**config.mk**
```make
export PLATFORM = sky130hd
export DESIGN_NAME = humidity_temp_frame_decoder_unit
export DESIGN_NICKNAME = d
export VERILOG_FILES = /design/src/hdl/htfd_pkg.sv /design/src/hdl/humidity_temp_frame_decoder_unit.sv /design/src/hdl/htfd_frame_parser.sv /design/src/hdl/htfd_scaler.sv
export SDC_FILE = /design/constraint.sdc
export NUM_CORES = 1
export LEC_CHECK = 0
export ABC_AREA = 1
export BUFFER_PORTS_ARGS = -buffer_cell sky130_fd_sc_hd__buf_2
export CORE_ASPECT_RATIO = 1.1
export CORE_MARGIN = 3
export CORE_UTILIZATION = 37
export DETAILED_ROUTE_END_ITERATION = 8
export PLACE_DENSITY_LB_ADDON = 0.3
export SETUP_SLACK_MARGIN = 0.15
export SLEW_MARGIN = 20
export SYNTH_ARGS = -nofsm -noshare
export SYNTH_HDL_FRONTEND = slang
export SYNTH_SLANG_ARGS = --single-unit
```
**constraint.sdc**
```tcl
create_clock -name clk -period 10 [get_ports clk]
set_clock_uncertainty 0.2 [all_clocks]
set_input_delay 1 -clock clk [delete_from_list [all_inputs] [get_ports clk]]
set_output_delay 1 -clock clk [all_outputs]
set_load 0.03 [all_outputs]
```
**src/hdl/htfd_pkg.sv**
```systemverilog
package htfd_pkg;

  localparam logic [7:0] CRC_INIT = 8'hFF;
  localparam logic [7:0] CRC_POLY = 8'h31;

  // Byte positions within one six-byte reply frame.
  localparam logic [2:0] POS_TEMP_HI  = 3'd0;
  localparam logic [2:0] POS_TEMP_LO  = 3'd1;
  localparam logic [2:0] POS_TEMP_CRC = 3'd2;
  localparam logic [2:0] POS_HUM_HI   = 3'd3;
  localparam logic [2:0] POS_HUM_LO   = 3'd4;
  localparam logic [2:0] POS_HUM_CRC  = 3'd5;

  // Conversion scale factors, in hundredths.
  localparam logic [14:0] TEMP_SPAN   = 15'd17500;
  localparam logic [14:0] TEMP_OFFSET = 15'd4500;
  localparam logic [14:0] HUM_SPAN    = 15'd10000;

  typedef struct packed {
    logic [15:0] temp_word;
    logic [15:0] hum_word;
    logic        temp_ok;
    logic        hum_ok;
    logic        updated;
  } frame_result_t;

  // CRC-8 update for one byte, MSB first.
  function automatic logic [7:0] crc8_byte(input logic [7:0] crc, input logic [7:0] data);
    logic [7:0] c;
    c = crc ^ data;
    for (int k = 0; k < 8; k++) begin
      if (c[7]) begin
        c = {c[6:0], 1'b0} ^ CRC_POLY;
      end else begin
        c = {c[6:0], 1'b0};
      end
    end
    return c;
  endfunction

  // Floor of x / 65535 for x below 2^31. With q0 = x >> 16 the remainder
  // estimate is x[15:0] + q0, which stays below twice the divisor, so one
  // compare corrects the quotient.
  function automatic logic [14:0] div_by_65535(input logic [30:0] x);
    logic [14:0] q0;
    logic [16:0] r0;
    q0 = x[30:16];
    r0 = {1'b0, x[15:0]} + {2'b00, q0};
    if (r0 >= 17'd65535) begin
      return q0 + 15'd1;
    end
    return q0;
  endfunction

endpackage

```
**src/hdl/humidity_temp_frame_decoder_unit.sv**
```systemverilog
// The sixth byte of a frame yields its result via the input, result and output registers.
// Throughput: one byte item per cycle barring output stalls; bytes 0 to 4 give no result.
// The rate is set by the CRC-8 byte update, which is combinational.
// Reset (rst, synchronous, active high) empties all stages, sets the byte position to 0,
// the CRC to 0xFF, and clears the stored words, so early bad-CRC results read -4500 and 0.
module humidity_temp_frame_decoder_unit (
  input  logic               clk,
  input  logic               rst,
  input  logic [7:0]         data_byte,
  input  logic               frame_start,
  input  logic               in_valid,
  output logic               in_ready,
  output logic signed [14:0] temperature_centi,
  output logic [13:0]        humidity_centi,
  output logic [15:0]        raw_temperature,
  output logic [15:0]        raw_humidity,
  output logic               temp_crc_ok,
  output logic               hum_crc_ok,
  output logic               updated,
  output logic               out_valid,
  input  logic               out_ready
);

  // The parser holds each accepted byte in an input register and, when the
  // following stage can take it, runs the CRC and frame bookkeeping on it.
  // Only the humidity CRC byte (the last of a frame) produces a result, which
  // carries the raw words to report and the CRC flags of the frame.
  htfd_pkg::frame_result_t res;
  logic                    res_valid;
  logic                    res_ready;

  htfd_frame_parser u_parser (
    .clk         (clk),
    .rst         (rst),
    .data_byte   (data_byte),
    .frame_start (frame_start),
    .in_valid    (in_valid),
    .in_ready    (in_ready),
    .res_valid   (res_valid),
    .res_ready   (res_ready),
    .res         (res)
  );

  // The scaler turns the raw words into hundredths of a degree and of a
  // percent with one constant multiply per word and a divide by 65535 done as a
  // shift plus a single correction, and holds the result for the consumer.
  // Ready propagates backward through both stages, so a stalled output still
  // lets the input register and the parser fill before input stalls.
  htfd_scaler u_scaler (
    .clk               (clk),
    .rst               (rst),
    .res_valid         (res_valid),
    .res_ready         (res_ready),
    .res               (res),
    .out_valid         (out_valid),
    .out_ready         (out_ready),
    .temperature_centi (temperature_centi),
    .humidity_centi    (humidity_centi),
    .raw_temperature   (raw_temperature),
    .raw_humidity      (raw_humidity),
    .temp_crc_ok       (temp_crc_ok),
    .hum_crc_ok        (hum_crc_ok),
    .updated           (updated)
  );

endmodule

```
**src/hdl/htfd_frame_parser.sv**
```systemverilog
module htfd_frame_parser (
  input  logic                   clk,
  input  logic                   rst,
  input  logic [7:0]             data_byte,
  input  logic                   frame_start,
  input  logic                   in_valid,
  output logic                   in_ready,
  output logic                   res_valid,
  input  logic                   res_ready,
  output htfd_pkg::frame_result_t res
);

  logic        item_valid;
  logic [7:0]  item_byte;
  logic        item_start;

  logic [2:0]  byte_position;
  logic [7:0]  crc_accum;
  logic [7:0]  high_byte;
  logic [15:0] pending_temp_word;
  logic [15:0] pending_hum_word;
  logic        pending_temp_ok;
  logic [15:0] good_temp_word;
  logic [15:0] good_hum_word;

  logic        advance;
  logic        fire;
  logic [2:0]  pos;
  logic [7:0]  crc_seed;
  logic [7:0]  crc_next;
  logic        hum_ok;
  logic        upd;

  assign advance  = !res_valid || res_ready;
  assign fire     = item_valid && advance;
  assign in_ready = !item_valid || advance;

  assign pos = item_start ? htfd_pkg::POS_TEMP_HI : byte_position;

  assign crc_seed = (pos == htfd_pkg::POS_TEMP_HI || pos == htfd_pkg::POS_HUM_HI) ?
                    htfd_pkg::CRC_INIT : crc_accum;
  assign crc_next = htfd_pkg::crc8_byte(crc_seed, item_byte);
  assign hum_ok   = (crc_accum == item_byte);
  assign upd      = pending_temp_ok && hum_ok;

  always_ff @(posedge clk) begin
    if (rst) begin
      item_valid <= 1'b0;
    end else if (in_ready) begin
      item_valid <= in_valid;
    end
    if (in_ready && in_valid) begin
      item_byte  <= data_byte;
      item_start <= frame_start;
    end
  end

  always_ff @(posedge clk) begin
    if (rst) begin
      res_valid         <= 1'b0;
      byte_position     <= htfd_pkg::POS_TEMP_HI;
      crc_accum         <= htfd_pkg::CRC_INIT;
      high_byte         <= 8'd0;
      pending_temp_word <= 16'd0;
      pending_hum_word  <= 16'd0;
      pending_temp_ok   <= 1'b0;
      good_temp_word    <= 16'd0;
      good_hum_word     <= 16'd0;
    end else begin
      if (advance) begin
        res_valid <= 1'b0;
      end
      if (fire) begin
        byte_position <= (pos >= htfd_pkg::POS_HUM_CRC) ? htfd_pkg::POS_TEMP_HI : pos + 3'd1;
        unique case (pos) inside
          htfd_pkg::POS_TEMP_HI, htfd_pkg::POS_HUM_HI: begin
            crc_accum <= crc_next;
            high_byte <= item_byte;
          end
          htfd_pkg::POS_TEMP_LO: begin
            crc_accum         <= crc_next;
            pending_temp_word <= {high_byte, item_byte};
          end
          htfd_pkg::POS_TEMP_CRC: begin
            pending_temp_ok <= (crc_accum == item_byte);
            crc_accum       <= htfd_pkg::CRC_INIT;
          end
          htfd_pkg::POS_HUM_LO: begin
            crc_accum        <= crc_next;
            pending_hum_word <= {high_byte, item_byte};
          end
          default: begin
            crc_accum     <= htfd_pkg::CRC_INIT;
            res_valid     <= 1'b1;
            res.temp_ok   <= pending_temp_ok;
            res.hum_ok    <= hum_ok;
            res.updated   <= upd;
            if (upd) begin
              good_temp_word <= pending_temp_word;
              good_hum_word  <= pending_hum_word;
              res.temp_word  <= pending_temp_word;
              res.hum_word   <= pending_hum_word;
            end else begin
              res.temp_word  <= good_temp_word;
              res.hum_word   <= good_hum_word;
            end
          end
        endcase
      end
    end
  end

endmodule

```
**src/hdl/htfd_scaler.sv**
```systemverilog
module htfd_scaler (
  input  logic                   clk,
  input  logic                   rst,
  input  logic                   res_valid,
  output logic                   res_ready,
  input  htfd_pkg::frame_result_t res,
  output logic                   out_valid,
  input  logic                   out_ready,
  output logic signed [14:0]     temperature_centi,
  output logic [13:0]            humidity_centi,
  output logic [15:0]            raw_temperature,
  output logic [15:0]            raw_humidity,
  output logic                   temp_crc_ok,
  output logic                   hum_crc_ok,
  output logic                   updated
);

  logic [30:0] temp_prod;
  logic [30:0] hum_prod;
  logic [14:0] temp_q;
  logic [14:0] hum_q;

  assign res_ready = !out_valid || out_ready;

  assign temp_prod = 31'(htfd_pkg::TEMP_SPAN) * 31'(res.temp_word);
  assign hum_prod  = 31'(htfd_pkg::HUM_SPAN) * 31'(res.hum_word);
  assign temp_q    = htfd_pkg::div_by_65535(temp_prod);
  assign hum_q     = htfd_pkg::div_by_65535(hum_prod);

  always_ff @(posedge clk) begin
    if (rst) begin
      out_valid <= 1'b0;
    end else if (res_ready) begin
      out_valid <= res_valid;
    end
    if (res_ready && res_valid) begin
      temperature_centi <= $signed(temp_q - htfd_pkg::TEMP_OFFSET);
      humidity_centi    <= hum_q[13:0];
      raw_temperature   <= res.temp_word;
      raw_humidity      <= res.hum_word;
      temp_crc_ok       <= res.temp_ok;
      hum_crc_ok        <= res.hum_ok;
      updated           <= res.updated;
    end
  end

endmodule

```
# --- After elaboration in Yosys (flattened, before gate mapping) ---
# Cells that the tools add are included.
op_classes:
  n_lt_le_gt_ge: 3
  bitwise_logic: 11
  multipliers: 2
  n_reduce_logical: 21
  muxes: 22
  add_sub_neg: 6
  eq_ne: 5
op_table:
  columns: ["op", "n"]
  rows:
  - ["2-to-1 mux 6 bit", 8]
  - ["greater-or-equal comparator 17 x 16 -> 1 bit (second input constant)", 2]
  - ["2-to-1 mux 32 bit", 1]
  - ["2-to-1 mux 15 bit", 2]
  - ["multiplier 13 x 16 -> 29 bit (first input constant)", 1]
  - ["2-to-1 mux 14 bit", 2]
  - ["multiplier 10 x 16 -> 26 bit (first input constant)", 1]
  - ["NOT 3 bit", 8]
  - ["adder 16 x 14 -> 17 bit", 1]
  - ["adder 16 x 15 -> 17 bit", 1]
  - ["2-to-1 mux 8 bit", 2]
  - ["adder 15 x 1 -> 15 bit (second input constant)", 1]
  - ["subtractor 15 x 13 -> 15 bit (second input constant)", 1]
  - ["adder 14 x 1 -> 14 bit (second input constant)", 1]
  - ["equality test 8 bit", 1]
  - ["AND reduction 2 bit", 4]
  - ["bitwise XOR 8 bit", 1]
  - ["equality test 3 x 2 -> 1 bit (second input constant)", 2]
  - ["2-to-1 mux 3 bit", 2]
  - ["AND reduction 3 bit", 2]
  - ["2-to-1 mux 1 bit", 5]
  - ["OR reduction 5 bit", 1]
  - ["logical AND 1 bit", 4]
  - ["logical OR 1 bit", 4]
  - ["other kinds (9)", 12]
word_totals:
  regBits: 195
  input_bits: 13
  out_inout_bits: 66
  word_cells: 95

# --- Logic depth before layout (Yosys ltp) ---
# Gate-level depths: netlist of run 1.
logic_depth:
  word_depth: 22
  ltp_mapped: 45
  ltp_nobuf: 45

# --- Hierarchy ---
# A second synthesis of run 1 with hierarchy kept.
hier_totals:
  hier_cells: 2157
  hier_area_um2: 16786.1
modules_own_cells:
  columns: ["module", "cells_per_inst", "n_inst", "area_each_um2", "seq_area_each_um2"]
  rows:
  - ["htfd_scaler", 1524, 1, 11345.9, 1941.9]
  - ["htfd_frame_parser", 633, 1, 5440.2, 3042.9]

# --- Worst setup path after synthesis of run 1 ---
# OpenSTA, ideal clock, no wires.
synth_timing:
  kind: "register -> register"
  startpoint: "register, netlist name u_parser.res[8]"
  endpoint: "register u_scaler.humidity_centi[3] (data pin)"
  synth_period_minus_slack_ps: 6651
  arrival_time_ps: 6193
  setup_time_ps: 258
  n_path_buf: 1
  stages_incl_launch_ff: 38
  setup_slack_ps: 3349
  t_required_ps: 9542
  cell_sequence: "edfxtp_1 > fa_1 > ha_1 > inv_1 > fa_1 > inv_1 > ha_1 > inv_1 > fa_1 > inv_1 > ha_1 > nand2_1 > nor3_1 > nand2_1 > nand2_1 > nand2_1 > nand2_1 > o21ai_2 > [2 not listed] > ha_1 > inv_1 > fa_1 > inv_1 > nand2_1 > a21oi_1 > o21ai_0 > nand2_1 > nand2_1 > a21oi_1 > o21ai_0 > nand2_1 > o21ai_0 > nor4_1 > nand2_1 > buf_2 > nand3_1 > nand2_1"
synth_via:
  elab_chain_len: 5
  elab_cells_between_ends: 7
  classes_between: "2 x add/sub; 1 x mul; 1 x order compare; 3 x mux"
synth_rtl:
  columns: ["item", "line_no", "source"]
  rows:
  - ["multiplier 10 x 16 -> 26 bit *", "htfd_scaler.sv:26", "assign hum_prod = 31'(htfd_pkg::HUM_SPAN) * 31'(res.hum_word);"]
  - ["adder 16 x 14 -> 17 bit", "htfd_pkg.sv:48", "r0 = {1'b0, x[15:0]} + {2'b00, q0};"]
  - ["greater-or-equal comparator 17 x 16 -> 1 bit", "htfd_pkg.sv:49", "if (r0 >= 17'd65535) begin"]
  - ["2-to-1 mux 1 bit", "htfd_pkg.sv:49", null]
  - ["2-to-1 mux 14 bit *", "htfd_pkg.sv:52", "return q0;"]
  - ["named net u_scaler.hum_q[3]", "htfd_scaler.sv:21", "logic [14:0] hum_q;"]
  - ["end signal: assignment", "htfd_scaler.sv:38", "humidity_centi <= hum_q[13:0];"]
  - ["end: declaration", "htfd_scaler.sv:10", "output logic [13:0] humidity_centi,"]
# The timed path passes the listed nets; every way through them passes the cells marked *. The select of a mux whose other input is x is not followed.
# A chain may end at the register's enable or synchronous reset.

# --- Worst setup path after layout of run 1 ---
layout_timing:
  startpoint: "register, netlist name u_parser.res[12]"
  endpoint: "register u_scaler.humidity_centi[5] (data pin)"
layout_via:
  elab_chain_len: 5
  elab_cells_between_ends: 7
  classes_between: "2 x add/sub; 1 x mul; 1 x order compare; 3 x mux"
layout_rtl:
  columns: ["item", "line_no"]
  rows:
  - ["multiplier 10 x 16 -> 26 bit *", "htfd_scaler.sv:26"]
  - ["adder 16 x 14 -> 17 bit", "htfd_pkg.sv:48"]
  - ["greater-or-equal comparator 17 x 16 -> 1 bit", "htfd_pkg.sv:49"]
  - ["2-to-1 mux 1 bit", "htfd_pkg.sv:49"]
  - ["2-to-1 mux 14 bit *", "htfd_pkg.sv:52"]
  - ["named net u_scaler.hum_q[5]", "htfd_scaler.sv:21"]
# Marked as above.

==> summary.md, run 1 <==
| Metric | Value |
|---|---|
| Outcome | `finished clean` |
| Initial Utilization | `between 30% and 40%` |
| First-pass detailed-route iteration total | `5` |
| Final setup viols | `0` |
| Share of layout cells above drive strength 1 | `10.0%` |
| Total Wirelength | `38,700 um` |
| ANT nets after route | `0` |
| Design Power | `approximately 2.5 mW` |
| Worst path slowest cell | `edfxtp_1` |
| Final hold vios | `0` |
| Total of max-cap violations | `0` |
| Largest family of logic cells by synthesized area | `adder cells` |
| Critical path launch point type | `register` |
| Initial antenna violation count | `1` |
| Hold-fix buffer count after cts | `0` |
| Critical path data arrival time | `7.59 ns` |
| Busiest grt layer | `met2` |
| RSZ-0062 raised after global routing | `false` |
| Net Count, Synth | `~2,400` |
| Clock Sink Count | `195` |
| Period utilization | `around 76%` |
| Synth Area in XOR/XNOR | `3.74%` |
| Gpl congestion | `0.910` |
| Worst reg2reg path startpoint | `u_parser.res[12]$_DFFE_PP_` |
| Synth area leader | `edfxtp_1` |
| DP HPWL | `31,200 um` |
| Wirelength per Cell | `14.2 um` |
| Commonest cells post-synth | `inv_1, nand2_1, ha_1` |
| Slew margin rel. | `34.1%` |
| CP Class | `reg2reg` |
| GR Layer Usage met3 | `2.24%` |
| Crit. End Element | `register` |
| GR Util met1 | `21.1%` |
| EDFF count, synth | `approximately 110` |
| Fraction of the mapped netlist area in compound gates | `under 10%` |
| Syn Inst Count | `approximately 2,100` |
| PwrDens | `139 mW/mm2` |
| CTS resizes | `0` |
| DIE AREA | `0.0473 mm2` |
| Fmax | `0.132 GHz` |
| Reg2Reg Capture Point | `u_scaler.humidity_centi[5]$_DFFE_PP_` |
| Worst path most repeated cell | `nand2_1` |
| Synth Warn # | `0` |
| Core ar. | `0.0437 mm2` |
| Area share of fa/ha/maj cells after synthesis | `24.9%` |
| LEAKAGE | `8.96 nW` |
| Top-area cell type share of the netlist area | `19.6%` |
| Critical Path RT | `around 10 ns` |
| Die H | `228 um` |
| Worst hold path type | `reg2reg` |
| Hold slack final | `0.239 ns` |
| Root Driver | `clkbuf_16` |
| Total stage count of the critical path | `32` |
| Hold Path Stages | `0` |
| HP Start | `u_parser.res[1]$_DFFE_PP_` |
| CTS Buf Count | `17` |
| Die W | `208 um` |
| Avg Inst Size Synth | `roughly 8.0 um2` |
| Placed cells | `2,704` |
| Reg-to-reg slack, setup | `2.41 ns` |
| Sequential cell area fraction in the yosys report | `30.1%` |
| Non-Filler Instances | `2,736` |
| Top delay family on crit path | `adder cells` |
| Reg clk slew, reported paths | `0.08 ns` |
| NumNets Final | `2,442` |
| Mapped Area | `0.0166 mm2` |
| Initial DRC count | `664` |
| Largest net degree at the start of global routing | `67` |
| Hold endpoint | `u_scaler.hum_crc_ok$_DFFE_PP_` |
| Tightest Pin Transition | `0.986 ns` |
| Min Tclk post-route | `7.59 ns` |
| Crit path max fanout | `16` |
| Vias in the first global route | `~13,000` |
| Async S/R FF share, synth | `0%` |
| Top-count cell post-synth | `inv_1` |
| Overall Global Routing Usage | `16.6%` |
| Maximum vdd drop | `108 uV` |
| Clk buf depth | `2` |
| Setup_tns | `0 ns` |
| Slowest cell delay on critical path | `0.55 ns` |
| DRC Markers | `0` |
| Htree depth | `4` |
| Dominant cells by area after synthesis | `edfxtp_1, ha_1, dfxtp_1` |
| #FFs+latches synth | `195` |
| Met2 GRT Util | `about 29%` |
| Vias | `13,200` |
| Reg2Reg Depth | `32` |
| Post-CTS Setup Bufs | `0` |
| WP buf/inv | `5` |
| CTS tree | `done` |
| I/O pin count | `79` |
| Port Buffers | `78` |
| Via density | `~4.8` |
| Dominant synthesized flop cell | `edfxtp_1` |
| GRT Residual Overflow | `0` |
| Post-synth cell types | `53` |
| Synth-to-Final Area Change | `9.71%` |
| Fin. max-slew vios | `0` |
| Mux cell area share after synthesis | `0%` |
| FP Rows | `80` |
| Fin util | `41.5%` |
| Worst skew pair latency | `0.45 ns` |
| First-pass GRT wire length | `64,900 um` |
| Synth Area in Simple Gates | `20.2%` |
| Antenna cell count | `0` |
[cells by family after synthesis]
family | count (synthesis)
and+or+nand+nor | 746
AOI/OAI and AO/OA | 307
adders and majority gates | 280
DFF | 195
xor gates and xnor gates | 69
buffers and inverters | 483
[power by group]
| group | switching (mW) | internal (mW) |
|---|---|---|
| Clock | 0.345 | 0.358 |
| Combinational | 0.622 | 0.315 |
| Sequential | 0.0159 | 0.877 |
[stage by stage]
step	instance area (um2)	worst slack (ns)
final	18200	2.41
after global routing	18200	1.58
after CTS	18200	2.42
after detailed placement	17600	2.44
after global placement	17600	2.56
after floorplan	16600	3.35
[cell type report]
cell class | count | area, um2
Tap cell | 574 | 718
Clock inverter | 13 | 159
Multi-Input combinational cell | 1402 | 9740
Inverter | 449 | 1690
Fill cell | 4390 | 25600
Clock buffer | 19 | 433
Timing Repair Buffer | 84 | 435
Sequential cell | 195 | 4980
[worst max path at each step]
stage	from	endpoint	slack (ns)
after global placement	u_parser.res[13]$_DFFE_PP_	u_scaler.humidity_centi[1]$_DFFE_PP_	2.56
after floorplan	u_parser.res[8]$_DFFE_PP_	u_scaler.humidity_centi[3]$_DFFE_PP_	3.35
after detailed placement	u_parser.res[11]$_DFFE_PP_	u_scaler.humidity_centi[1]$_DFFE_PP_	2.44
after global routing	u_parser.res[9]$_DFFE_PP_	u_scaler.humidity_centi[5]$_DFFE_PP_	1.58
after CTS	u_parser.res[9]$_DFFE_PP_	u_scaler.humidity_centi[5]$_DFFE_PP_	2.42
final	u_parser.res[12]$_DFFE_PP_	u_scaler.humidity_centi[5]$_DFFE_PP_	2.41
[cells in the final DEF, fill, tap and decap left out, types with 5 or more instances in the layout]
cell type  count
a21oi_1      125
a31oi_1        5
buf_2         78
buf_4          6
clkbuf_16     17
dfxtp_1       87
edfxtp_1     108
fa_1          82
ha_1         198
inv_1        431
inv_2         16
inv_8          5
nand2_1      419
nand2_2       33
nand2_4        6
nand3_1       98
nand3_2        7
nand3b_1       7
nand4_1       27
nor2_1       102
nor2_2        16
nor3_1        11
nor4_1         5
o21ai_0      138
o21ai_1        8
o21ai_2        5
o21bai_1       5
xnor2_1       22
xor2_1        45
[per-layer routing]
| layer | up-vias | wire [um] |
|---|---|---|
| met4 | 0 | 1070 |
| met1 | 6059 | 17700 |
| met5 | - | 0 |
| li1 | 6782 | - |
| met2 | 254 | 18600 |
| met3 | 62 | 1360 |
[sequential cells by signal, summed over array words and instances, names as in the netlist, 14 cells and up]
register,flops
u_scaler.temperature_centi,15
u_parser.pending_hum_word,16
u_scaler.humidity_centi,14
u_parser.pending_temp_word,16
u_parser.good_temp_word,16
u_parser.good_hum_word,16
u_scaler.raw_temperature,16
u_parser.res,35
u_scaler.raw_humidity,16
Power figures use the tool's default switching activity.
==> run 2, diff against run 1 <==
Settings changed: ABC_AREA 1 to 0.
Clock period 10 ns to 6.1 ns, I/O delays scaled along.
==> run 2 against run 1 <==
Against the previous run: the flow now finishes with violations (setup timing); non-clock buffer count rose by 345; sequential power rose by 58%; worst setup slack got worse by 4.0 ns; clock power rose by 68%; hold slack got worse by 0.12 ns; routed wire length fell by 3.2%; combinational power fell by 88%; final cell count fell by 5.5%; critical path type unchanged; critical endpoint is now u_scaler.temperature_centi[11]$_DFFE_PP_.
==> summary.md, run 2 <==
| Metric | Value |
|---|---|
| Outcome | `finished with violations` |
| Failing checks | `setup timing` |
| FP Rows | `between 70 and 80` |
| Commonest cells post-synth | `nand2_1, inv_1, ha_1` |
| Fmax | `0.130 GHz` |
| Maximum vdd drop | `214 uV` |
| ANT nets after route | `0` |
| Commonest non-fill, non-tap cell in the layout | `buf_4` |
| Hold slack final | `around 0.12 ns` |
| Top-count cell post-synth | `nand2_1` |
| Largest register FFs | `35` |
| Htree depth | `4` |
| Reg2Reg Capture Point | `u_scaler.temperature_centi[11]$_DFFE_PP_` |
| DRC Markers | `0` |
| Worst skew pair latency | `between 0.4 and 0.5 ns` |
| Slew margin rel. | `slightly above 30%` |
| Fillers | `approximately 3,600` |
| Worst path slowest cell | `fa_1` |
| NumNets Final | `2,353` |
| Fin. max-slew vios | `0` |
| Die H | `between 200 and 250 um` |
| LEAKAGE | `between 9 and 10 nW` |
| PwrDens | `131 mW/mm2` |
| CP Class | `reg2reg` |
| Initial Utilization | `between 30 and 40%` |
| Critical path data arrival time | `7.72 ns` |
| Via density | `4.84` |
| Synth area leader | `edfxtp_1` |
| #FFs+latches synth | `195` |
| Final setup viols | `29` |
| Share of layout cells above drive strength 1 | `31.5%` |
| Port Buffers | `a little under 80` |
| Largest net degree at the start of global routing | `89` |
| Period utilization | `127%` |
| Async S/R FF share, synth | `0%` |
| Vias in the first global route | `around 13,000` |
| Gpl congestion | `a little under 0.9` |
| Worst hold path type | `in2reg` |
| Synth-to-Final Area Change | `35.7%` |
| Design Power | `2.71 mW` |
| Tightest Pin Transition | `roughly 1.0 ns` |
| Overall Global Routing Usage | `17.3%` |
| Total Wirelength | `37,500 um` |
| Reg clk slew, reported paths | `0.08 ns` |
| Sequential cell area fraction in the yosys report | `32.6%` |
| Net Count, Synth | `1,955` |
| Root Driver | `clkbuf_16` |
| Slowest cell delay on critical path | `0.49 ns` |
| Top-area cell type share of the netlist area | `between 20% and 30%` |
| RSZ-0062 raised after global routing | `true` |
| Post-synth cell types | `77` |
| Clk buf depth | `2` |
| I/O pin count | `79` |
| Initial DRC count | `534` |
| Synth Warn # | `0` |
| Min Tclk post-route | `a little under 8 ns` |
| Syn Inst Count | `1,662` |
| Setup WS post-layout | `-1.62 ns` |
| Avg Inst Size Synth | `9.20 um2` |
| Multi-input logic area | `0.0105 mm2` |
| HP Start | `data_byte[6]` |
| First-pass detailed-route iteration total | `5` |
| Critical path launch point type | `register` |
| Total of max-cap violations | `0` |
| Wirelength per Cell | `14.5 um` |
| Dominant synthesized flop cell | `edfxtp_1` |
| Hold Path Stages | `1` |
| Dominant cells by area after synthesis | `edfxtp_1, ha_1, dfxtp_1` |
| Critical Path RT | `6.10 ns` |
| Core ar. | `between 0.04 and 0.05 mm2` |
| Initial antenna violation count | `0` |
| Hold endpoint | `u_parser.item_byte[6]$_DFFE_PP_` |
| Reg2Reg Depth | `34` |
| Crit path max fanout | `4` |
| GRT Residual Overflow | `0` |
| EDFF count, synth | `108` |
| Worst reg2reg path startpoint | `u_parser.res[32]$_DFFE_PP_` |
| Crit. End Element | `register` |
| Mapped Area | `0.0153 mm2` |
| Highest-count cells in the layout ignoring fill and taps | `buf_4, nand2_1, inv_1, ha_1, edfxtp_1` |
| Clock Sink Count | `195` |
| Die W | `200 um` |
| DP HPWL | `28,800 um` |
| Final hold vios | `0` |
| Vias | `12,500` |
| First-pass GRT wire length | `61,300 um` |
| Fin util | `51.3%` |
| CTS tree | `done` |
| Antenna cell count | `0` |
| DIE AREA | `0.0438 mm2` |
| FF/Latch Area | `approximately 0.0050 mm2` |
| Reg-to-reg slack, setup | `-1.62 ns` |
| Biggest register | `u_parser.res` |
| CTS Buf Count | `17` |
[run 2: changes by cell type after synthesis, moves of 12 or more]
| cell | before | now |
|---|---|---|
| nand4_1 | 27 | 15 |
| nand3_1 | 98 | 24 |
| xnor2_1 | 22 | 70 |
| inv_1 | 431 | 242 |
| nor2_1 | 103 | 61 |
| o21ai_0 | 138 | 33 |
| nand2b_1 | 0 | 21 |
| inv_2 | 16 | 0 |
| a21o_1 | 1 | 27 |
| nand2_2 | 33 | 0 |
| clkbuf_1 | 28 | 42 |
| nor2_2 | 16 | 0 |
| xor2_1 | 45 | 32 |
| nand2_1 | 419 | 289 |
[run 2: per-layer routing]
metal | wire, um | share of wire, % | GRT usage [%]
met1 | 16800 | 45 | 22.0
met2 | 19200 | 51 | 30.9
met3 | 903 | 2.4 | 2.36
met4 | 588 | 1.6 | 4.40
met5 | 0 | 0 | 0
[run 2: report_power, final]
group | switching, mW | leakage [nW] | total, mW | internal, mW
logic | 0.0629 | 7.88 | 0.114 | 0.0511
registers | 0.0222 | 1.75 | 1.41 | 1.39
clock network | 0.581 | 0.305 | 1.18 | 0.602
[run 2: logic make-up after synthesis]
kind of cell / synth area share (%)
and+or+nand+nor: 14.4
buffers and inverters: 7.24
AOI/OAI and AO/OA: 12.4
adders and majority gates: 26.9
DFF: 32.6
xor gates and xnor gates: 5.84
muxes: 0.556
[run 2: timing repair]
| item | CTS | global route |
|---|---|---|
| pin swaps | 104 | 86 |
| hold buffers | 0 | 0 |
| buffers inserted | 54 | 26 |
| resized for setup | 87 | 79 |
| setup endpoints to repair | 29 | 29 |
[run 2: area by class of cell]
type	instances	area share (%)
Tap cell	513	3.09
Inverter	242	4.39
Clock inverter	12	0.700
Clock buffer	20	2.31
Timing Repair Buffer	429	14.9
Sequential cell	195	24.0
Multi-Input combinational cell	1175	50.5
[run 2: worst max path at each step]
stage,startpoint,to,slack (ns),cells after the start
after CTS,u_parser.res[30]$_DFFE_PP_,u_scaler.temperature_centi[10]$_DFFE_PP_,-1.50,30
after floorplan,u_parser.res[25]$_DFFE_PP_,u_scaler.temperature_centi[11]$_DFFE_PP_,-1.41,26
after global placement,u_parser.res[22]$_DFFE_PP_,u_scaler.temperature_centi[10]$_DFFE_PP_,-1.53,27
after global routing,u_parser.res[32]$_DFFE_PP_,u_scaler.temperature_centi[11]$_DFFE_PP_,-1.97,36
after detailed placement,u_parser.res[22]$_DFFE_PP_,u_scaler.temperature_centi[10]$_DFFE_PP_,-1.68,26
final,u_parser.res[32]$_DFFE_PP_,u_scaler.temperature_centi[11]$_DFFE_PP_,-1.62,34
[run 2: stage by stage]
stage	cells	cell area (um2)	setup TNS (ns)	setup WS [ns]
2_1_floorplan	1662	15800	-21.47	-1.41
3_3_place_gp	2474	18600	-33.07	-1.53
3_5_place_dp	2474	18600	-35.97	-1.68
4_1_cts	2560	20100	-31.58	-1.50
5_1_grt	2586	20700	-41.76	-1.97
6_report	2586	20700	-33.18	-1.62
[run 2: critical path: cells and delay by family (launching register included)]
kind	cells	cell delay [ns]
multiplexers	1	0.28
buffers and inverters	9	1.01
adder cells (fa/ha/maj)	7	2.50
XOR/XNOR	2	0.16
AO/OA/AOI/OAI	11	1.87
AND/OR/NAND/NOR	4	0.94
flip-flops	1	0.47
